--- config.mk ---
export PLATFORM = sky130hd
export DESIGN_NAME = text_command_line_parser_flat
export DESIGN_NICKNAME = d
export VERILOG_FILES = /design/src/sv/tclp_pkg.sv /design/src/sv/tclp_if.sv /design/src/sv/text_command_line_parser.sv /design/src/flat_wrapper.sv
export SDC_FILE = /design/constraint.sdc
export NUM_CORES = 1
export LEC_CHECK = 0
export BUFFER_PORTS_ARGS = -buffer_cell sky130_fd_sc_hd__buf_2
export CORE_MARGIN = 4
export CORE_UTILIZATION = 40
export DETAILED_ROUTE_END_ITERATION = 8
export GPL_ROUTABILITY_DRIVEN = 0
export PLACE_DENSITY_LB_ADDON = 0.25
export SLEW_MARGIN = 30
export SYNTH_ARGS = -nofsm -noshare
export SYNTH_HDL_FRONTEND = slang
export SYNTH_SLANG_ARGS = --single-unit
--- constraint.sdc ---
create_clock -name clock -period 16.86 [get_ports clock]
set_clock_uncertainty 0.1 [all_clocks]
set_input_delay 0.843 -clock clock [delete_from_list [all_inputs] [get_ports clock]]
set_output_delay 0.843 -clock clock [all_outputs]
set_load 0.01 [all_outputs]
--- src/sv/tclp_pkg.sv ---
`timescale 1ns / 1ps
// ----------------------------------------------------------------------------
// tclp_pkg: shared definitions for the command line parser
// Field widths, command codes, bearings and the keyword table that the
// token matchers step through one character at a time.
// ----------------------------------------------------------------------------
package tclp_pkg;

   // Request and response field widths
   localparam int CHAR_W = 8;
   localparam int CMD_W  = 5;
   localparam int ARG_W  = 31;
   localparam int ARG2_W = 9;

   // Default sizing of the token store
   localparam int MAX_TOKENS_DEF  = 4;
   localparam int TOKEN_BYTES_DEF = 12;

   // Only the first four tokens take part in decoding
   localparam int DECODE_SLOTS = 4;

   // Numeric argument: magnitude saturates at 2^31
   localparam int             NUM_W       = 32;
   localparam logic [35:0]    NUM_LIMIT   = 36'h0_8000_0000;
   localparam logic [ARG_W-1:0] RATE_MAX  = 31'h7FFF_FFFF;
   localparam logic [NUM_W-1:0] TOF_INDEX_LIMIT = 32'd64;

   // Character codes
   localparam logic [7:0] CH_SPACE  = 8'd32;
   localparam logic [7:0] CH_TAB    = 8'd9;
   localparam logic [7:0] CH_CR     = 8'd13;
   localparam logic [7:0] CH_COMMA  = 8'h2C;
   localparam logic [7:0] CH_PLUS   = 8'h2B;
   localparam logic [7:0] CH_MINUS  = 8'h2D;
   localparam logic [7:0] CH_ZERO   = 8'h30;
   localparam logic [7:0] CH_NINE   = 8'h39;
   localparam logic [7:0] CH_LOW_A  = 8'h61;
   localparam logic [7:0] CH_LOW_Z  = 8'h7A;
   localparam logic [7:0] CASE_DIFF = 8'd32;

   // Command codes
   localparam logic [CMD_W-1:0] CMD_NONE       = 5'd0;
   localparam logic [CMD_W-1:0] CMD_UNKNOWN    = 5'd1;
   localparam logic [CMD_W-1:0] CMD_PING       = 5'd2;
   localparam logic [CMD_W-1:0] CMD_STREAM_ON  = 5'd3;
   localparam logic [CMD_W-1:0] CMD_STREAM_OFF = 5'd4;
   localparam logic [CMD_W-1:0] CMD_RATE       = 5'd5;
   localparam logic [CMD_W-1:0] CMD_IMU_ZERO   = 5'd6;
   localparam logic [CMD_W-1:0] CMD_IMU_SAVE   = 5'd7;
   localparam logic [CMD_W-1:0] CMD_CAM_BASE   = 5'd8;
   localparam logic [CMD_W-1:0] CMD_TRI_BASE   = 5'd12;
   localparam logic [CMD_W-1:0] CMD_US_ON      = 5'd16;
   localparam logic [CMD_W-1:0] CMD_US_OFF     = 5'd17;
   localparam logic [CMD_W-1:0] CMD_TOF_SET    = 5'd18;
   localparam logic [CMD_W-1:0] CMD_TOF_POS    = 5'd19;
   localparam logic [CMD_W-1:0] CMD_CFG_SAVE   = 5'd20;
   localparam logic [CMD_W-1:0] CMD_CFG_LOAD   = 5'd21;
   localparam logic [CMD_W-1:0] CMD_CFG_RESET  = 5'd22;

   // Offsets from a sensor group base: first side on/off, second side on/off
   localparam logic [CMD_W-1:0] OFS_A_ON  = 5'd0;
   localparam logic [CMD_W-1:0] OFS_A_OFF = 5'd1;
   localparam logic [CMD_W-1:0] OFS_B_ON  = 5'd2;
   localparam logic [CMD_W-1:0] OFS_B_OFF = 5'd3;

   // Bearings for sensor placement
   localparam logic [ARG2_W-1:0] BEARING_FRONT = 9'd0;
   localparam logic [ARG2_W-1:0] BEARING_RIGHT = 9'd90;
   localparam logic [ARG2_W-1:0] BEARING_BACK  = 9'd180;
   localparam logic [ARG2_W-1:0] BEARING_LEFT  = 9'd270;

   // Keyword indexes
   localparam int KW_PING   = 0;
   localparam int KW_STREAM = 1;
   localparam int KW_RATE   = 2;
   localparam int KW_IMU    = 3;
   localparam int KW_CAM    = 4;
   localparam int KW_TRIPLE = 5;
   localparam int KW_US     = 6;
   localparam int KW_TOF    = 7;
   localparam int KW_CFG    = 8;
   localparam int KW_ON     = 9;
   localparam int KW_OFF    = 10;
   localparam int KW_ZERO   = 11;
   localparam int KW_SAVE   = 12;
   localparam int KW_F      = 13;
   localparam int KW_B      = 14;
   localparam int KW_L      = 15;
   localparam int KW_R      = 16;
   localparam int KW_LOAD   = 17;
   localparam int KW_RESET  = 18;
   localparam int KW_POS    = 19;
   localparam int KW_FRONT  = 20;
   localparam int KW_RIGHT  = 21;
   localparam int KW_BACK   = 22;
   localparam int KW_LEFT   = 23;
   localparam int KW_COUNT  = 24;
   localparam int KW_MAX    = 8;

   typedef logic [KW_COUNT-1:0] kw_mask_type;

   // Keyword text, right-justified: first character in the highest used byte
   localparam logic [KW_MAX*8-1:0] KW_TEXT [KW_COUNT] = '{
      "PING", "STREAM", "RATE", "IMU", "CAM", 64'h0042_4E4F, "US", "TOF", "CFG",
      "ON", "OFF", "ZERO", "SAVE", "F", "B", "L", "R", "LOAD", "RESET",
      "POS", "FRONT", "RIGHT", "BACK", "LEFT"
   };

   localparam int KW_LEN [KW_COUNT] = '{
      4, 6, 4, 3, 3, 3, 2, 3, 3,
      2, 3, 4, 4, 1, 1, 1, 1, 4, 5,
      3, 5, 5, 4, 4
   };

   // True when character c at position pos continues keyword k
   function automatic logic kw_step(input int k, input int pos, input logic [7:0] c);
      logic hit;
      hit = 1'b0;
      if (pos < KW_LEN[k]) begin
         hit = (KW_TEXT[k][8*(KW_LEN[k]-1-pos) +: 8] == c);
      end
      return hit;
   endfunction

endpackage

--- src/sv/tclp_if.sv ---
`timescale 1ns / 1ps
// ----------------------------------------------------------------------------
// tclp_if: request and response channels of the command line parser
// Valid/ready channels; an item moves when valid and ready are both high.
// ----------------------------------------------------------------------------
interface tclp_req_if;
   logic                        valid;
   logic                        ready;
   logic [tclp_pkg::CHAR_W-1:0] char_code;
   logic                        has_char;
   logic                        line_end;

   modport source (output valid, output char_code, output has_char,
                   output line_end, input ready);
   modport sink   (input valid, input char_code, input has_char,
                   input line_end, output ready);
endinterface

interface tclp_rsp_if;
   logic                        valid;
   logic                        ready;
   logic [tclp_pkg::CMD_W-1:0]  command;
   logic [tclp_pkg::ARG_W-1:0]  argument;
   logic [tclp_pkg::ARG2_W-1:0] argument_two;

   modport source (output valid, output command, output argument,
                   output argument_two, input ready);
   modport sink   (input valid, input command, input argument,
                   input argument_two, output ready);
endinterface

--- src/sv/text_command_line_parser.sv ---
`timescale 1ns / 1ps
// ----------------------------------------------------------------------------
// text_command_line_parser: console command line tokenizer and decoder
// A line's response is registered: the line-end byte passes the input register,
// then token update and decode fill the response register (a held response stalls it).
// Throughput: one byte per cycle; only a held response stalls the request side.
// Keyword matching and number accumulation advance one character per cycle.
// Reset: synchronous, active high; clears the token state and both valids.
// ----------------------------------------------------------------------------
module text_command_line_parser #(
   parameter int MAX_TOKENS  = tclp_pkg::MAX_TOKENS_DEF,
   parameter int TOKEN_BYTES = tclp_pkg::TOKEN_BYTES_DEF
) (
   input  logic        clock,
   input  logic        reset,
   tclp_req_if.sink    req_chan,
   tclp_rsp_if.source  rsp_chan
);

   localparam int TOKEN_CHARS = TOKEN_BYTES - 1;
   localparam int CNT_W       = $clog2(MAX_TOKENS + 1);
   localparam int LEN_W       = $clog2(TOKEN_BYTES);
   localparam int SLOTS       = tclp_pkg::DECODE_SLOTS;

   typedef logic [LEN_W-1:0] len_type;

   // Input register
   logic                        in_valid_ff;
   logic [tclp_pkg::CHAR_W-1:0] in_char_ff;
   logic                        in_has_ff;
   logic                        in_end_ff;

   // Token state
   logic [CNT_W-1:0]      count_ff, count_in;
   logic                  inside_ff, inside_in;
   len_type               len_ff   [SLOTS];
   len_type               len_in   [SLOTS];
   tclp_pkg::kw_mask_type match_ff [SLOTS];
   tclp_pkg::kw_mask_type match_in [SLOTS];

   // Number accumulator for the second token
   logic                        num_neg_ff, num_neg_in;
   logic                        num_bad_ff, num_bad_in;
   logic                        num_digit_ff, num_digit_in;
   logic [tclp_pkg::NUM_W-1:0]  num_mag_ff, num_mag_in;

   // Response register
   logic                        rsp_valid_ff;
   logic [tclp_pkg::CMD_W-1:0]  rsp_cmd_ff, rsp_cmd_in;
   logic [tclp_pkg::ARG_W-1:0]  rsp_arg_ff, rsp_arg_in;
   logic [tclp_pkg::ARG2_W-1:0] rsp_arg2_ff, rsp_arg2_in;

   logic                  out_free;
   logic                  advance;
   logic                  is_sep;
   logic [7:0]            up_char;
   logic                  is_digit;
   logic [CNT_W-1:0]      write_slot;
   logic [35:0]           mag_next;
   tclp_pkg::kw_mask_type hit [SLOTS];
   logic                  num_ok;
   logic                  at_least2, at_least3, at_least4;
   logic                  side_on, side_off;

   // Handshake: hold a line-end item in the input register until the response slot frees
   assign out_free       = !rsp_valid_ff || rsp_chan.ready;
   assign advance        = in_valid_ff && (!in_end_ff || out_free);
   assign req_chan.ready = !in_valid_ff || advance;

   assign rsp_chan.valid        = rsp_valid_ff;
   assign rsp_chan.command      = rsp_cmd_ff;
   assign rsp_chan.argument     = rsp_arg_ff;
   assign rsp_chan.argument_two = rsp_arg2_ff;

   // Classify and upper-case the registered byte
   always_comb begin
      is_sep = (in_char_ff == tclp_pkg::CH_SPACE) || (in_char_ff == tclp_pkg::CH_COMMA) ||
               ((in_char_ff >= tclp_pkg::CH_TAB) && (in_char_ff <= tclp_pkg::CH_CR));
      if ((in_char_ff >= tclp_pkg::CH_LOW_A) && (in_char_ff <= tclp_pkg::CH_LOW_Z)) begin
         up_char = in_char_ff - tclp_pkg::CASE_DIFF;
      end else begin
         up_char = in_char_ff;
      end
      is_digit = (up_char >= tclp_pkg::CH_ZERO) && (up_char <= tclp_pkg::CH_NINE);
   end

   // Advance the token state by one byte
   always_comb begin
      count_in     = count_ff;
      inside_in    = inside_ff;
      len_in       = len_ff;
      match_in     = match_ff;
      num_neg_in   = num_neg_ff;
      num_bad_in   = num_bad_ff;
      num_digit_in = num_digit_ff;
      num_mag_in   = num_mag_ff;
      mag_next     = ({4'b0, num_mag_ff} << 3) + ({4'b0, num_mag_ff} << 1) +
                     36'(up_char - tclp_pkg::CH_ZERO);
      write_slot   = count_ff;

      if (in_has_ff) begin
         if (is_sep) begin
            inside_in = 1'b0;
         end else begin
            // open a new token while slots remain
            if (!inside_ff && (count_ff < CNT_W'(MAX_TOKENS))) begin
               count_in  = count_ff + CNT_W'(1);
               inside_in = 1'b1;
               for (int s = 0; s < SLOTS; s++) begin
                  if (count_ff == CNT_W'(s)) begin
                     len_in[s]   = '0;
                     match_in[s] = '1;
                  end
               end
               if (count_ff == CNT_W'(1)) begin
                  num_neg_in   = 1'b0;
                  num_bad_in   = 1'b0;
                  num_digit_in = 1'b0;
                  num_mag_in   = '0;
               end
            end
            // append the character to the open token, dropping past the limit
            if (inside_in) begin
               write_slot = count_in - CNT_W'(1);
               for (int s = 0; s < SLOTS; s++) begin
                  if ((write_slot == CNT_W'(s)) && (len_in[s] < LEN_W'(TOKEN_CHARS))) begin
                     for (int k = 0; k < tclp_pkg::KW_COUNT; k++) begin
                        match_in[s][k] = match_in[s][k] &&
                                         tclp_pkg::kw_step(k, int'(len_in[s]), up_char);
                     end
                     if (s == 1) begin
                        if ((len_in[s] == '0) && ((up_char == tclp_pkg::CH_PLUS) ||
                                                  (up_char == tclp_pkg::CH_MINUS))) begin
                           num_neg_in = (up_char == tclp_pkg::CH_MINUS);
                        end else if (is_digit) begin
                           num_digit_in = 1'b1;
                           if (mag_next > tclp_pkg::NUM_LIMIT) begin
                              num_mag_in = tclp_pkg::NUM_LIMIT[tclp_pkg::NUM_W-1:0];
                           end else begin
                              num_mag_in = mag_next[tclp_pkg::NUM_W-1:0];
                           end
                        end else begin
                           num_bad_in = 1'b1;
                        end
                     end
                     len_in[s] = len_in[s] + LEN_W'(1);
                  end
               end
            end
         end
      end
   end

   // Exact keyword hits on the updated tokens
   always_comb begin
      for (int s = 0; s < SLOTS; s++) begin
         for (int k = 0; k < tclp_pkg::KW_COUNT; k++) begin
            hit[s][k] = match_in[s][k] && (len_in[s] == LEN_W'(tclp_pkg::KW_LEN[k]));
         end
      end
   end

   // Decode the line into a command and its arguments
   always_comb begin
      num_ok    = num_digit_in && !num_bad_in;
      at_least2 = count_in >= CNT_W'(2);
      at_least3 = count_in >= CNT_W'(3);
      at_least4 = count_in >= CNT_W'(4);
      side_on   = hit[2][tclp_pkg::KW_ON];
      side_off  = hit[2][tclp_pkg::KW_OFF];

      rsp_cmd_in  = tclp_pkg::CMD_NONE;
      rsp_arg_in  = '0;
      rsp_arg2_in = '0;

      if (count_in != '0) begin
         rsp_cmd_in = tclp_pkg::CMD_UNKNOWN;
         if (hit[0][tclp_pkg::KW_PING]) begin
            rsp_cmd_in = tclp_pkg::CMD_PING;
         end else if (hit[0][tclp_pkg::KW_STREAM]) begin
            if (at_least2 && hit[1][tclp_pkg::KW_ON]) begin
               rsp_cmd_in = tclp_pkg::CMD_STREAM_ON;
            end else if (at_least2 && hit[1][tclp_pkg::KW_OFF]) begin
               rsp_cmd_in = tclp_pkg::CMD_STREAM_OFF;
            end
         end else if (hit[0][tclp_pkg::KW_RATE]) begin
            if (at_least2 && num_ok && !num_neg_in && (num_mag_in != '0)) begin
               rsp_cmd_in = tclp_pkg::CMD_RATE;
               if (num_mag_in[tclp_pkg::NUM_W-1]) begin
                  rsp_arg_in = tclp_pkg::RATE_MAX;
               end else begin
                  rsp_arg_in = num_mag_in[tclp_pkg::ARG_W-1:0];
               end
            end
         end else if (hit[0][tclp_pkg::KW_IMU]) begin
            if (at_least2 && hit[1][tclp_pkg::KW_ZERO]) begin
               rsp_cmd_in = tclp_pkg::CMD_IMU_ZERO;
            end else if (at_least2 && hit[1][tclp_pkg::KW_SAVE]) begin
               rsp_cmd_in = tclp_pkg::CMD_IMU_SAVE;
            end
         end else if (hit[0][tclp_pkg::KW_CAM]) begin
            if (at_least3 && (side_on || side_off)) begin
               if (hit[1][tclp_pkg::KW_F]) begin
                  rsp_cmd_in = tclp_pkg::CMD_CAM_BASE +
                               (side_on ? tclp_pkg::OFS_A_ON : tclp_pkg::OFS_A_OFF);
               end else if (hit[1][tclp_pkg::KW_B]) begin
                  rsp_cmd_in = tclp_pkg::CMD_CAM_BASE +
                               (side_on ? tclp_pkg::OFS_B_ON : tclp_pkg::OFS_B_OFF);
               end
            end
         end else if (hit[0][tclp_pkg::KW_TRIPLE]) begin
            if (at_least3 && (side_on || side_off)) begin
               if (hit[1][tclp_pkg::KW_L]) begin
                  rsp_cmd_in = tclp_pkg::CMD_TRI_BASE +
                               (side_on ? tclp_pkg::OFS_A_ON : tclp_pkg::OFS_A_OFF);
               end else if (hit[1][tclp_pkg::KW_R]) begin
                  rsp_cmd_in = tclp_pkg::CMD_TRI_BASE +
                               (side_on ? tclp_pkg::OFS_B_ON : tclp_pkg::OFS_B_OFF);
               end
            end
         end else if (hit[0][tclp_pkg::KW_US]) begin
            if (at_least2 && hit[1][tclp_pkg::KW_ON]) begin
               rsp_cmd_in = tclp_pkg::CMD_US_ON;
            end else if (at_least2 && hit[1][tclp_pkg::KW_OFF]) begin
               rsp_cmd_in = tclp_pkg::CMD_US_OFF;
            end
         end else if (hit[0][tclp_pkg::KW_TOF]) begin
            // index 0..63, a negative sign allowed only on zero
            if (at_least3 && num_ok && (!num_neg_in || (num_mag_in == '0)) &&
                (num_mag_in < tclp_pkg::TOF_INDEX_LIMIT)) begin
               if (side_on || side_off) begin
                  rsp_cmd_in  = tclp_pkg::CMD_TOF_SET;
                  rsp_arg_in  = tclp_pkg::ARG_W'(num_mag_in[5:0]);
                  rsp_arg2_in = tclp_pkg::ARG2_W'(side_on);
               end else if (hit[2][tclp_pkg::KW_POS] && at_least4) begin
                  if (hit[3][tclp_pkg::KW_FRONT] || hit[3][tclp_pkg::KW_RIGHT] ||
                      hit[3][tclp_pkg::KW_BACK]  || hit[3][tclp_pkg::KW_LEFT]) begin
                     rsp_cmd_in = tclp_pkg::CMD_TOF_POS;
                     rsp_arg_in = tclp_pkg::ARG_W'(num_mag_in[5:0]);
                  end
                  if (hit[3][tclp_pkg::KW_FRONT]) begin
                     rsp_arg2_in = tclp_pkg::BEARING_FRONT;
                  end else if (hit[3][tclp_pkg::KW_RIGHT]) begin
                     rsp_arg2_in = tclp_pkg::BEARING_RIGHT;
                  end else if (hit[3][tclp_pkg::KW_BACK]) begin
                     rsp_arg2_in = tclp_pkg::BEARING_BACK;
                  end else if (hit[3][tclp_pkg::KW_LEFT]) begin
                     rsp_arg2_in = tclp_pkg::BEARING_LEFT;
                  end
               end
            end
         end else if (hit[0][tclp_pkg::KW_CFG]) begin
            if (at_least2 && hit[1][tclp_pkg::KW_SAVE]) begin
               rsp_cmd_in = tclp_pkg::CMD_CFG_SAVE;
            end else if (at_least2 && hit[1][tclp_pkg::KW_LOAD]) begin
               rsp_cmd_in = tclp_pkg::CMD_CFG_LOAD;
            end else if (at_least2 && hit[1][tclp_pkg::KW_RESET]) begin
               rsp_cmd_in = tclp_pkg::CMD_CFG_RESET;
            end
         end
      end
   end

   // Control state: valids, token count, open-token flag, number accumulator, lengths and matches
   always_ff @(posedge clock) begin
      if (reset) begin
         in_valid_ff  <= 1'b0;
         rsp_valid_ff <= 1'b0;
         count_ff     <= '0;
         inside_ff    <= 1'b0;
         num_neg_ff   <= 1'b0;
         num_bad_ff   <= 1'b0;
         num_digit_ff <= 1'b0;
         num_mag_ff   <= '0;
         for (int s = 0; s < SLOTS; s++) begin
            len_ff[s]   <= '0;
            match_ff[s] <= '1;
         end
      end else begin
         // take a request whenever the input register is free or moving on
         if (req_chan.valid && req_chan.ready) begin
            in_valid_ff <= 1'b1;
         end else if (advance) begin
            in_valid_ff <= 1'b0;
         end

         if (advance && in_end_ff) begin
            rsp_valid_ff <= 1'b1;
         end else if (rsp_chan.ready) begin
            rsp_valid_ff <= 1'b0;
         end

         // commit the byte, or clear for the next line at its end
         if (advance) begin
            if (in_end_ff) begin
               count_ff     <= '0;
               inside_ff    <= 1'b0;
               num_neg_ff   <= 1'b0;
               num_bad_ff   <= 1'b0;
               num_digit_ff <= 1'b0;
               num_mag_ff   <= '0;
               for (int s = 0; s < SLOTS; s++) begin
                  len_ff[s]   <= '0;
                  match_ff[s] <= '1;
               end
            end else begin
               count_ff     <= count_in;
               inside_ff    <= inside_in;
               num_neg_ff   <= num_neg_in;
               num_bad_ff   <= num_bad_in;
               num_digit_ff <= num_digit_in;
               num_mag_ff   <= num_mag_in;
               len_ff       <= len_in;
               match_ff     <= match_in;
            end
         end
      end
   end

   // Payload registers
   always_ff @(posedge clock) begin
      if (req_chan.valid && req_chan.ready) begin
         in_char_ff <= req_chan.char_code;
         in_has_ff  <= req_chan.has_char;
         in_end_ff  <= req_chan.line_end;
      end
      if (advance && in_end_ff) begin
         rsp_cmd_ff  <= rsp_cmd_in;
         rsp_arg_ff  <= rsp_arg_in;
         rsp_arg2_ff <= rsp_arg2_in;
      end
   end

endmodule
--- src/flat_wrapper.sv ---
// flat-port wrapper written by rule: the top's interface ports become plain ports
module text_command_line_parser_flat 
#(
   parameter int MAX_TOKENS  = tclp_pkg::MAX_TOKENS_DEF,
   parameter int TOKEN_BYTES = tclp_pkg::TOKEN_BYTES_DEF
)
  (clock, reset, req_chan_valid, req_chan_char_code, req_chan_has_char, req_chan_line_end, req_chan_ready, rsp_chan_valid, rsp_chan_command, rsp_chan_argument, rsp_chan_argument_two, rsp_chan_ready);
  tclp_req_if req_chan_i ();
  tclp_rsp_if rsp_chan_i ();
  input  logic clock;
  input  logic reset;
  input wire logic [$bits(req_chan_i.valid)-1:0] req_chan_valid;
  input wire logic [$bits(req_chan_i.char_code)-1:0] req_chan_char_code;
  input wire logic [$bits(req_chan_i.has_char)-1:0] req_chan_has_char;
  input wire logic [$bits(req_chan_i.line_end)-1:0] req_chan_line_end;
  output wire logic [$bits(req_chan_i.ready)-1:0] req_chan_ready;
  output wire logic [$bits(rsp_chan_i.valid)-1:0] rsp_chan_valid;
  output wire logic [$bits(rsp_chan_i.command)-1:0] rsp_chan_command;
  output wire logic [$bits(rsp_chan_i.argument)-1:0] rsp_chan_argument;
  output wire logic [$bits(rsp_chan_i.argument_two)-1:0] rsp_chan_argument_two;
  input wire logic [$bits(rsp_chan_i.ready)-1:0] rsp_chan_ready;
  assign req_chan_i.valid = req_chan_valid;
  assign req_chan_i.char_code = req_chan_char_code;
  assign req_chan_i.has_char = req_chan_has_char;
  assign req_chan_i.line_end = req_chan_line_end;
  assign req_chan_ready = req_chan_i.ready;
  assign rsp_chan_valid = rsp_chan_i.valid;
  assign rsp_chan_command = rsp_chan_i.command;
  assign rsp_chan_argument = rsp_chan_i.argument;
  assign rsp_chan_argument_two = rsp_chan_i.argument_two;
  assign rsp_chan_i.ready = rsp_chan_ready;
  text_command_line_parser #(.MAX_TOKENS(MAX_TOKENS), .TOKEN_BYTES(TOKEN_BYTES)) u_core (.clock(clock), .reset(reset), .req_chan(req_chan_i), .rsp_chan(rsp_chan_i));
endmodule
After elaboration in Yosys (flattened, before gate mapping)
Index checks and enable logic that the tools add are counted.
{"block": "totals", "out_inout_bits": 47, "inputBits": 14, "ff_bits": 208}
{"block": "classes", "reduce_logical": 183, "n_bitwise": 4, "n_lt_le_gt_ge": 40, "shifts": 96, "n_addsub": 38, "eq_ne": 120, "muxes": 612}
{"cell": "64-bit by 32-bit indexed part select with 8-bit output, first input constant", "count": 80}
{"cell": "64-bit by 8-bit indexed part select with 8-bit output, first input constant", "count": 16}
{"cell": "8-bit equality test", "count": 96}
{"cell": "96-bit 2-to-1 mux", "count": 7}
{"cell": "1-bit 2-to-1 mux", "count": 521}
{"cell": "31-bit 2-to-1 mux", "count": 11}
{"cell": "32-bit 2-to-1 mux", "count": 10}
{"cell": "24-bit 2-to-1 mux", "count": 8}
{"cell": "1-bit logical AND", "count": 149}
{"cell": "5-bit 2-to-1 mux", "count": 25}
{"cell": "16-bit 2-to-1 mux", "count": 7}
{"cell": "4-bit by 3-bit less-than comparator with 1-bit output, second input constant", "count": 12}
{"cell": "1-bit by 4-bit subtractor with 5-bit output, first input constant", "count": 8}
{"cell": "2-bit by 4-bit subtractor with 5-bit output, first input constant", "count": 8}
{"cell": "3-bit by 4-bit subtractor with 5-bit output, first input constant", "count": 8}
{"cell": "35-bit by 33-bit adder with 36-bit output", "count": 1}
{"cell": "36-bit adder", "count": 1}
{"cell": "36-bit by 32-bit > comparator with 1-bit output, second input constant", "count": 1}
{"cell": "8-bit by 6-bit equality test with 1-bit output, second input constant", "count": 4}
{"cell": "32-bit logical NOT", "count": 1}
{"cell": "32-bit by 7-bit less-than comparator with 1-bit output, second input constant", "count": 1}
{"cell": "4-bit by 2-bit less-than comparator with 1-bit output, second input constant", "count": 8}
{"cell": "4-bit 2-to-1 mux", "count": 8}
{"cell": "32-bit nonzero test", "count": 1}
{"cell": "other kinds (44)", "count": 101}

Longest topological paths before layout
Gate-level depths: netlist of run 1.
{"block": "logic_depth", "depth_word": 34, "depth_mapped": 25}

Worst setup path before layout of run 1
Ideal clock, no wire load.
{"block": "synth_path", "path_type": "register to register", "from": "register u_core.in_char_ff[1] (netlist bit)", "to": "register u_core.rsp_arg_ff, in the netlist u_core.rsp_chan.argument[25], data pin", "path_stages_with_launch": 24, "setup_ns": 0.255, "setup_slack_ns": 10.022, "t_arrival_ns": 6.483, "path_cell_list": "edfxtp_1 buf_2 a21oi_1 o221ai_1 o21ai_0 inv_1 ha_1 nand2b_1 inv_1 fa_1 ha_1 clkbuf_1 nand2_1 o21ai_1 a22oi_1 a21oi_1 or3_1 a2111oi_2 and4_1 a21oi_1 or3_4 o41ai_2 buf_4 o21ba_2"}
{"block": "synth_between", "elab_chain_cells": 24}
{"item": "from (decl)", "line_no": "text_command_line_parser.sv:29", "rtl": "logic [tclp_pkg::CHAR_W-1:0] in_char_ff;"}
{"item": "from (signal assigned)", "line_no": "text_command_line_parser.sv:323", "rtl": "in_char_ff <= req_chan.char_code;"}
{"item": "parallel branches: the longest is 24 deep, another holds 36-bit adder"}
{"item": "to (signal assigned)", "line_no": "text_command_line_parser.sv:329", "rtl": "rsp_arg_ff <= rsp_arg_in;"}
{"item": "to (decl)", "line_no": "text_command_line_parser.sv:50", "rtl": "logic [tclp_pkg::ARG_W-1:0] rsp_arg_ff, rsp_arg_in;"}
Parallel ways; which one is timed is not known. The select of a mux whose other input is x is not followed.
A chain may end at the register's enable or synchronous reset.

Worst setup path in the final report of run 1
{"block": "layout_path", "from": "register u_core.in_char_ff[1] (netlist bit)", "to": "register u_core.rsp_arg_ff, in the netlist u_core.rsp_chan.argument[27], data pin"}
Same word-level chain as after synthesis.

==> results of run 1 <==
[state kept, by name, summed over array words and instances (netlist names)]
name                          count
u_core.in_char_ff                 8
u_core.num_digit_ff               1
u_core.len_ff                    16
u_core.rsp_chan.valid             1
u_core.in_end_ff                  1
u_core.inside_ff                  1
u_core.rsp_chan.argument_two      7
u_core.count_ff                   3
u_core.in_valid_ff                1
u_core.match_ff                  26
u_core.num_bad_ff                 1
u_core.rsp_chan.command           5
u_core.in_has_ff                  1
u_core.rsp_chan.argument         31
u_core.num_neg_ff                 1
u_core.num_mag_ff                32
[area by class of cell]
class | instances | area (um^2) | share of cell area, %
multi-input cells | 1434 | 10050 | 65.92
inverters | 73 | 274.0 | 1.797
clock buffers | 18 | 429.2 | 2.814
flip-flops and latches | 136 | 3253 | 21.33
repair buffers | 85 | 488.0 | 3.200
well taps | 455 | 569.3 | 3.733
clock inverters | 14 | 183.9 | 1.206
[logic make-up (layout without fill, tap and decap cells)]
group	after synthesis	count (layout)	share of synthesized area [%]
AND/OR/NAND/NOR	627	627	22.93
buffers and inverters	189	190	5.544
XOR/XNOR	67	67	4.241
adder cells (fa/ha/maj)	119	119	12.27
multiplexers	21	21	1.544
flip-flops	136	136	23.21
AO/OA/AOI/OAI	600	600	30.27
[Yosys cell counts (33+ instances only)]
library cell,count
nand2_1,154
nor3_1,43
nor2_1,170
o211ai_1,36
ha_1,87
edfxtp_1,53
nand4_1,33
clkbuf_1,84
a21oi_1,130
xnor2_1,41
a22oi_1,50
dfxtp_1,83
nand3_1,46
inv_1,69
o21ai_0,96
[where the power goes]
part	internal (W)	total (W)	switching, W
combinational	0.0000460	0.000153	0.000107
clock	0.000237	0.000403	0.000166
sequential	0.000347	0.000354	0.00000726
[critical path, cell delays in order, from the launching register on]
cell and delay [ns]:
edfxtp_1 0.37, buf_4 0.28, a21oi_1 0.52, o221ai_1 0.20
o21ai_0 0.37, inv_1 0.25, ha_1 0.28, nand2b_1 0.22
inv_1 0.09, buf_4 0.41, fa_1 0.50, ha_1 0.42
a21oi_1 0.27, o21ai_0 0.28, a32o_1 0.29, a2111oi_0 0.58
nor2_1 0.11, xnor2_1 0.35, and4_1 0.57, a21oi_1 0.21
or3_4 0.44, o41ai_4 0.64, buf_4 0.36, nor2_1 0.09
[path summary, 6_finish.rpt]
path	start	to	cells past startpoint
max	u_core.in_char_ff[1]	u_core.rsp_chan.argument[27]	23
min	u_core.match_ff[66]	u_core.match_ff[66]	2
max reg2reg	u_core.in_char_ff[1]	u_core.rsp_chan.argument[27]	23
min reg2reg	u_core.match_ff[66]	u_core.match_ff[66]	2
[routing by layer]
layer  track usage [%]  vias to the layer above  part of all wire (%)
li1                  -                     6624                     -
met1             35.42                     6910                    43
met2             40.11                      740                    46
met3             4.158                      120                   7.7
met4             9.258                        0                   3.6
met5                 0                        -                     0
[per-stage QoR]
step / area (um^2) / utilization, %
floorplan: 14010 / -
global placement: 14620 / 42.32
detailed placement: 14630 / 42.35
CTS: 15240 / 44.13
global route: 15250 / 44.15
finish: 15250 / 44.15
==> flow_metrics.py, run 1 <==
metrics = {
    "status": {
        "status": "completed",
    },
    "route": {
        "drt_first_pass_iters": 6,
        "drtAntennaViolNets": 0,
        "drc": 0,
        "vias": 14394,
        "wl_per_cell_um": 22.65,
        "drtIter0Drc": 1822,
        "drt_wl_total_um": 50180,
        "viasPerCell": 6.498,
    },
    "finish": {
        "mostFrequentLayoutCells": "nor2_1 (169), nand2_1 (153), a21oi_1 (130)",
        "syn2layout_area_growth_pct": 8.821,
        "nNetsFinal": 1879,
        "drive_above_1_share_pct": 11.31,
        "layoutNonFillerInstCount": 2215,
        "fillers": 3564,
        "diodes": 0,
        "final_common_cell": "nor2_1",
    },
    "sta": {
        "hold_viol": 0,
        "setup_viol": 0,
        "drv_slew": 0,
        "slew_headroom_pct": 30.92,
        "tightestPinTransition_ns": 1.022,
        "rsz0062_at_grt": "no",
        "fin_crit_sh_pct": 50.38,
        "final.setup.tns_ns": 0,
        "whs_ns": 0.3695,
        "max_freq_ghz": 0.1177,
        "layout_min_cycle_time_ns": 8.495,
        "layout_setup_ws_ns": 8.365,
    },
    "pwr": {
        "power_per_cell_area_mw_per_mm2": 59.66,
        "ir_worst_vdd_v": 0.00007086,
        "power.total_w": 0.0009099,
        "p_leak_nw": 6.047,
    },
    "cts": {
        "cts_buffer_depth": 2,
        "cts-root-buf": "clkbuf_16",
        "cts_num_sinks": 136,
        "cts.hold.buffers_added": 0,
        "cts_tree": "done",
        "cts_buffers": 17,
        "cts_resized": 0,
        "insertion_delay_ns": 0.45,
        "h-tree-depth": 4,
        "clk_pin_slew_ns": 0.07,
        "post-cts-setup-buffers": 0,
    },
    "logic_synthesis": {
        "yosysWarnings": 0,
        "yosysTopAreaCellShare_pct": 11.86,
        "synth_nets": 1891,
        "syn_inst": 1759,
        "synth_edf_count": 53,
        "synth-async-reset-ratio_pct": 0,
        "yosysTopAreaCell": "dfxtp_1",
        "ys_seq_elements": 136,
        "netlist_area_mm2": 0.01401,
        "synth_seq_area_share_pct": 23.21,
        "synthFlopType": "dfxtp_1",
        "syn_avg_cell_area_um2": 7.967,
        "synth_cell_types": 111,
        "synth_area_leaders": "dfxtp_1 (12%), edfxtp_1 (11%), ha_1 (7.8%), a21oi_1 (4.6%), nor2_1 (4.6%)",
    },
    "floorplan": {
        "ios": 61,
        "dieArea_mm2": 0.03810,
        "core_area_mm2": 0.03454,
        "fp-row-count": 68,
        "die_x_um": 195.2,
        "initial_core_util_pct": 40.57,
        "die_height_um": 195.2,
    },
    "grt": {
        "grt_pass1_vias": 13372,
        "grt_max_degree": 68,
        "grt-ovfl-total": 0,
        "grt_pass1_wl_um": 78030,
        "antenna_found_initial": 1,
        "grt_usage_pct": 25.49,
    },
    "job": {
        "maxCapViolations": 0,
    },
    "critical_path": {
        "arrival_ns": 8.58,
        "crit_fanout": 39,
        "worstSetupEndpointType": "flop",
        "worstSetupPathType": "reg2reg",
        "ff2ff_setup_slack_ns": 8.37,
        "critPathLaunchType": "flop",
        "cp.required_ns": 16.94,
    },
    "placed_design": {
        "place_ws_ns": 8.638,
        "portBuffers": 60,
        "place_inst": 2183,
        "hpwl_um": 37950,
    },
    "hold_path": {
        "hold_path.class": "reg2reg",
    },
}
No activity file was read; power rests on OpenSTA's default activity.
==> run 2: changes to the inputs <==
==> constraint.sdc (replaced) <==
create_clock -name clock -period 7.96 [get_ports clock]
set_clock_uncertainty 0.1 [all_clocks]
set_input_delay 0.398 -clock clock [delete_from_list [all_inputs] [get_ports clock]]
set_output_delay 0.398 -clock clock [all_outputs]
set_load 0.01 [all_outputs]
==> flow_metrics.py, run 2 (synthesis gave the netlist of run 1 again) <==
metrics = {
    "sta": {
        "fin_crit_sh_pct": 92.76,
        "whs_ns": 0.03749,
        "hold_viol": 0,
        "layout_min_cycle_time_ns": 7.383,
        "rsz0062_at_grt": "no",
        "tightestPinTransition_ns": 1.026,
        "slew_headroom_pct": 31.51,
        "max_freq_ghz": 0.1354,
        "setup_viol": 0,
        "final.setup.tns_ns": 0,
        "drv_slew": 0,
        "layout_setup_ws_ns": 0.5766,
    },
    "placed_design": {
        "hpwl_um": 37930,
        "place_ws_ns": 0.7443,
        "place_inst": 2197,
        "portBuffers": 60,
    },
    "critical_path": {
        "worstSetupPathType": "reg2reg",
        "cp.required_ns": 8.15,
        "slowest_stage": "a211oi_1",
        "arrival_ns": 7.57,
        "critPathMaxStageDelay_ns": 0.63,
        "crit_chain": "or4_4, o221ai_1, o21ai_0, inv_1, ha_1, nand2b_1, inv_1, buf_12, fa_1, ha_1, a21oi_1, o21ai_0, a211oi_1, o21ai_1, xor2_1, or3_1, nor4_1, a31oi_1, nor3_2, buf_12, a221oi_1, nor2_1",
        "crit_fanout": 26,
        "critPathLaunchType": "flop",
        "worstSetupEndpointType": "flop",
    },
    "grt": {
        "grt-ovfl-total": 0,
        "grt_usage_pct": 25.76,
        "grt_pass1_vias": 13359,
        "antenna_found_initial": 0,
        "grt_max_degree": 68,
        "grt_pass1_wl_um": 79010,
    },
    "floorplan": {
        "core_area_mm2": 0.03454,
        "ios": 61,
        "dieArea_mm2": 0.03810,
        "die_height_um": 195.2,
        "fp-row-count": 68,
        "die_x_um": 195.2,
        "initial_core_util_pct": 40.57,
    },
    "cts": {
        "post-cts-setup-buffers": 0,
        "cts_buffers": 17,
        "cts_num_sinks": 136,
        "clk_pin_slew_ns": 0.06,
        "cts_buffer_depth": 2,
        "cts_tree": "done",
        "cts.hold.buffers_added": 0,
        "cts_resized": 0,
        "cts-root-buf": "clkbuf_16",
        "insertion_delay_ns": 0.45,
        "h-tree-depth": 4,
    },
    "route": {
        "drt_wl_total_um": 50740,
        "wl_per_cell_um": 22.77,
        "drt_first_pass_iters": 6,
        "drc": 0,
        "vias": 14505,
        "drtAntennaViolNets": 0,
        "viasPerCell": 6.507,
        "drtIter0Drc": 1749,
    },
    "pwr": {
        "combPwrFrac_pct": 18.0,
        "power_per_cell_area_mw_per_mm2": 120.9,
        "ir_worst_vdd_v": 0.0001506,
        "p_leak_nw": 6.092,
        "intPower_w": 0.001268,
        "p_sw_share_pct": 31.53,
        "switchingPower_w": 0.0005837,
        "power.share.clock_pct": 41.4,
        "p_seq_share_pct": 40.5,
    },
    "finish": {
        "syn2layout_area_growth_pct": 9.294,
        "nNetsFinal": 1893,
        "final_common_cell": "nor2_1",
        "regMostFlops": "u_core.num_mag_ff",
        "diodes": 0,
        "mostFrequentLayoutCells": "nor2_1 (168), nand2_1 (153), a21oi_1 (130)",
        "layoutNonFillerInstCount": 2229,
        "drive_above_1_share_pct": 12.12,
        "largest_reg_flops": 32,
    },
    "status": {
        "status": "completed",
    },
    "job": {
        "maxCapViolations": 0,
    },
    "hold_path": {
        "hold_path.class": "in2reg",
    },
}
[run 2: changes by cell type in the layout (fill, tap and decap cells not counted), sizes merged]
cell,change
inv,-4
buf,+14
clkinvlp,+3
clkinv,+3
bufinv,-2
[run 2: worst paths after layout]
check	start	slack, ns	cells after the start	end
worst max-delay path	u_core.in_char_ff[1]	0.58	22	u_core.rsp_chan.argument[16]
worst min-delay path	req_chan_line_end	0.04	1	u_core.in_end_ff
worst max register to register	u_core.in_char_ff[1]	0.58	22	u_core.rsp_chan.argument[16]
worst min register to register	u_core.match_ff[63]	0.37	2	u_core.match_ff[63]
[run 2: power groups by stage]
stage | sequential, W | combinational (W) | clock, W
final | 0.000751 | 0.000334 | 0.000767
after global routing | 0.000752 | 0.000355 | 0.000814
after CTS | 0.000750 | 0.000323 | 0.000780
after detailed placement | 0.000765 | 0.000322 | 0
after global placement | 0.000765 | 0.000319 | 0
after floorplan | 0.000759 | 0.000223 | 0
[run 2: cell type report]
| cell class | count | area [um^2] |
|---|---|---|
| fillers | 3520 | 19230 |
| multi-input cells | 1434 | 10050 |
| well taps | 455 | 569.3 |
| inverters | 73 | 274.0 |
| repair buffers | 99 | 618.1 |
| clock buffers | 18 | 429.2 |
| flip-flops and latches | 136 | 3253 |
| clock inverters | 14 | 126.4 |
[run 2: critical path: cells and delay by family, from the launching register on]
family                     cells  cell delay [ns]
and+or+nand+nor                6             2.38
AOI/OAI and AO/OA              8             2.08
adders and majority gates      3             1.16
buffers and inverters          4             0.84
DFF                            1             0.41
xor gates and xnor gates       1             0.22
[run 2: stage by stage]
stage               util [%]  area [um^2]  total power, W
floorplan                  -        14010       0.0009817
global placement       42.69        14750        0.001084
detailed placement     42.70        14750        0.001087
CTS                    44.31        15300        0.001854
global route           44.34        15320        0.001921
finish                 44.34        15320        0.001852
[run 2: metal layers]
layer | up-vias | track usage [%] | share of wire, %
met5 | - | 0 | 0
met3 | 82 | 5.280 | 9.2
met4 | 0 | 6.801 | 2.4
met2 | 726 | 39.59 | 44
li1 | 6657 | - | -
met1 | 7040 | 36.98 | 44
==> run 3: changes to the inputs <==
--- a/config.mk
+++ b/config.mk
@@ -10,7 +10,6 @@
 export CORE_UTILIZATION = 40
 export DETAILED_ROUTE_END_ITERATION = 8
 export GPL_ROUTABILITY_DRIVEN = 0
-export PLACE_DENSITY_LB_ADDON = 0.25
 export SLEW_MARGIN = 30
 export SYNTH_ARGS = -nofsm -noshare
 export SYNTH_HDL_FRONTEND = slang
==> flow_metrics.py, run 3 (synthesis gave the netlist of run 1 again) <==
metrics = {
    "status": {
        "status": "completed",
    },
    "hold_path": {
        "hold_path.class": "in2reg",
    },
    "pwr": {
        "combPwrFrac_pct": 17.6,
        "intPower_w": 0.001285,
        "p_sw_share_pct": 31.12,
        "ir_worst_vdd_v": 0.0001696,
        "power_per_cell_area_mw_per_mm2": 121.9,
        "power.share.clock_pct": 42.3,
        "p_seq_share_pct": 40.1,
        "power.total_w": 0.001866,
        "p_leak_nw": 6.092,
        "switchingPower_w": 0.0005806,
    },
    "critical_path": {
        "path_buf_inv": 4,
        "crit_family": "simple AND/OR/NAND/NOR gates",
        "cp.required_ns": 8.02,
        "critPathLaunchType": "flop",
        "crit_fanout": 22,
        "worstSetupEndpointType": "flop",
        "crit_chain": "buf_4, inv_1, ha_1, and3b_1, o221ai_4, and2_1, nor3_1, xor2_1, fa_1, inv_1, ha_1, o211ai_1, o21ai_2, a22oi_1, o21ai_0, xor2_1, or3_1, nor3_1, a21oi_1, or3_4, o41ai_4, buf_4, nor2_1",
        "slowest_stage": "and2_1",
        "critPathMaxStageDelay_ns": 0.83,
        "worstSetupPathType": "reg2reg",
        "arrival_ns": 7.52,
    },
    "route": {
        "drt_first_pass_iters": 6,
        "wl_per_cell_um": 22.72,
        "vias": 14352,
        "drtIter0Drc": 1956,
        "drt_wl_total_um": 50610,
        "drc": 0,
        "drtAntennaViolNets": 0,
        "viasPerCell": 6.445,
    },
    "sta": {
        "slew_headroom_pct": 30.77,
        "whs_ns": 0.04333,
        "layout_min_cycle_time_ns": 7.460,
        "hold_viol": 0,
        "tightestPinTransition_ns": 1.037,
        "max_freq_ghz": 0.1340,
        "setup_viol": 0,
        "layout_setup_ws_ns": 0.5000,
        "drv_slew": 0,
        "rsz0062_at_grt": "no",
        "fin_crit_sh_pct": 93.72,
        "final.setup.tns_ns": 0,
    },
    "floorplan": {
        "fp-row-count": 68,
        "ios": 61,
        "core_area_mm2": 0.03454,
        "dieArea_mm2": 0.03810,
        "die_x_um": 195.2,
        "die_height_um": 195.2,
        "initial_core_util_pct": 40.57,
    },
    "finish": {
        "mostFrequentLayoutCells": "nor2_1 (168), nand2_1 (153), a21oi_1 (130)",
        "regMostFlops": "u_core.num_mag_ff",
        "diodes": 0,
        "syn2layout_area_growth_pct": 9.178,
        "regArea_mm2": 0.003253,
        "fillers": 3511,
        "largest_reg_flops": 32,
        "multi_input_area_mm2": 0.01005,
        "nNetsFinal": 1891,
        "drive_above_1_share_pct": 12.08,
        "utilization_pct": 44.30,
        "final_common_cell": "nor2_1",
    },
    "grt": {
        "grt_usage_pct": 25.71,
        "antenna_found_initial": 0,
        "grt-ovfl-total": 0,
        "grt_pass1_vias": 13323,
        "grt_max_degree": 68,
        "grt_pass1_wl_um": 78870,
    },
    "placed_design": {
        "portBuffers": 60,
        "hpwl_um": 38180,
        "place_ws_ns": 0.4991,
    },
    "cts": {
        "cts.hold.buffers_added": 0,
        "cts_num_sinks": 136,
        "cts_tree": "done",
        "cts-root-buf": "clkbuf_16",
        "insertion_delay_ns": 0.44,
        "cts_buffers": 17,
        "h-tree-depth": 4,
        "cts_buffer_depth": 2,
        "clk_pin_slew_ns": 0.06,
    },
    "job": {
        "maxCapViolations": 0,
    },
}
==> run 3: layout make-up <==
| cell class | instances | share of cell area, % |
|---|---|---|
| inverters | 73 | 1.791 |
| flip-flops and latches | 136 | 21.26 |
| repair buffers | 97 | 3.827 |
| multi-input cells | 1434 | 65.66 |
| clock inverters | 13 | 0.7768 |
| clock buffers | 19 | 2.968 |
| well taps | 455 | 3.721 |
==> run 3: final timing paths <==
check | end | slack (ns) | cells past startpoint | from
worst max-delay path | u_core.rsp_chan.argument[21] | 0.50 | 23 | u_core.in_char_ff[6]
worst min-delay path | u_core.in_has_ff | 0.04 | 1 | req_chan_has_char
worst min register to register | u_core.match_ff[80] | 0.37 | 2 | u_core.match_ff[80]
worst max register to register | u_core.rsp_chan.argument[21] | 0.50 | 23 | u_core.in_char_ff[6]
==> run 3: per-stage QoR <==
step	area, um^2	instances
2_1_floorplan	14010	1759
3_3_place_gp	14700	2194
3_5_place_dp	14700	2194
4_1_cts	15280	2226
5_1_grt	15300	2227
6_report	15300	2227
==> run 3: power groups by stage <==
stage	clock network [W]	logic, W	registers, W
after floorplan	0	0.000223	0.000759
after global placement	0	0.000314	0.000764
after detailed placement	0	0.000316	0.000764
after CTS	0.000796	0.000318	0.000749
after global routing	0.000824	0.000352	0.000750
final	0.000788	0.000329	0.000748
==> run 3: routing by layer <==
metal / routed length [um] / share of wire [%] / up-vias / global-route usage [%]
li1: - / - / 6641 / -
met1: 21830 / 43 / 6821 / 36.68
met2: 22540 / 45 / 802 / 39.84
met3: 4967 / 9.8 / 88 / 4.848
met4: 1261 / 2.5 / 0 / 7.318
met5: 0 / 0 / - / 0
==> run 3: what timing repair did <==
action	in CTS	in global routing
setup endpoints to repair	0	18
buffers inserted	0	0
hold endpoints to repair	0	0
resized for setup	0	1
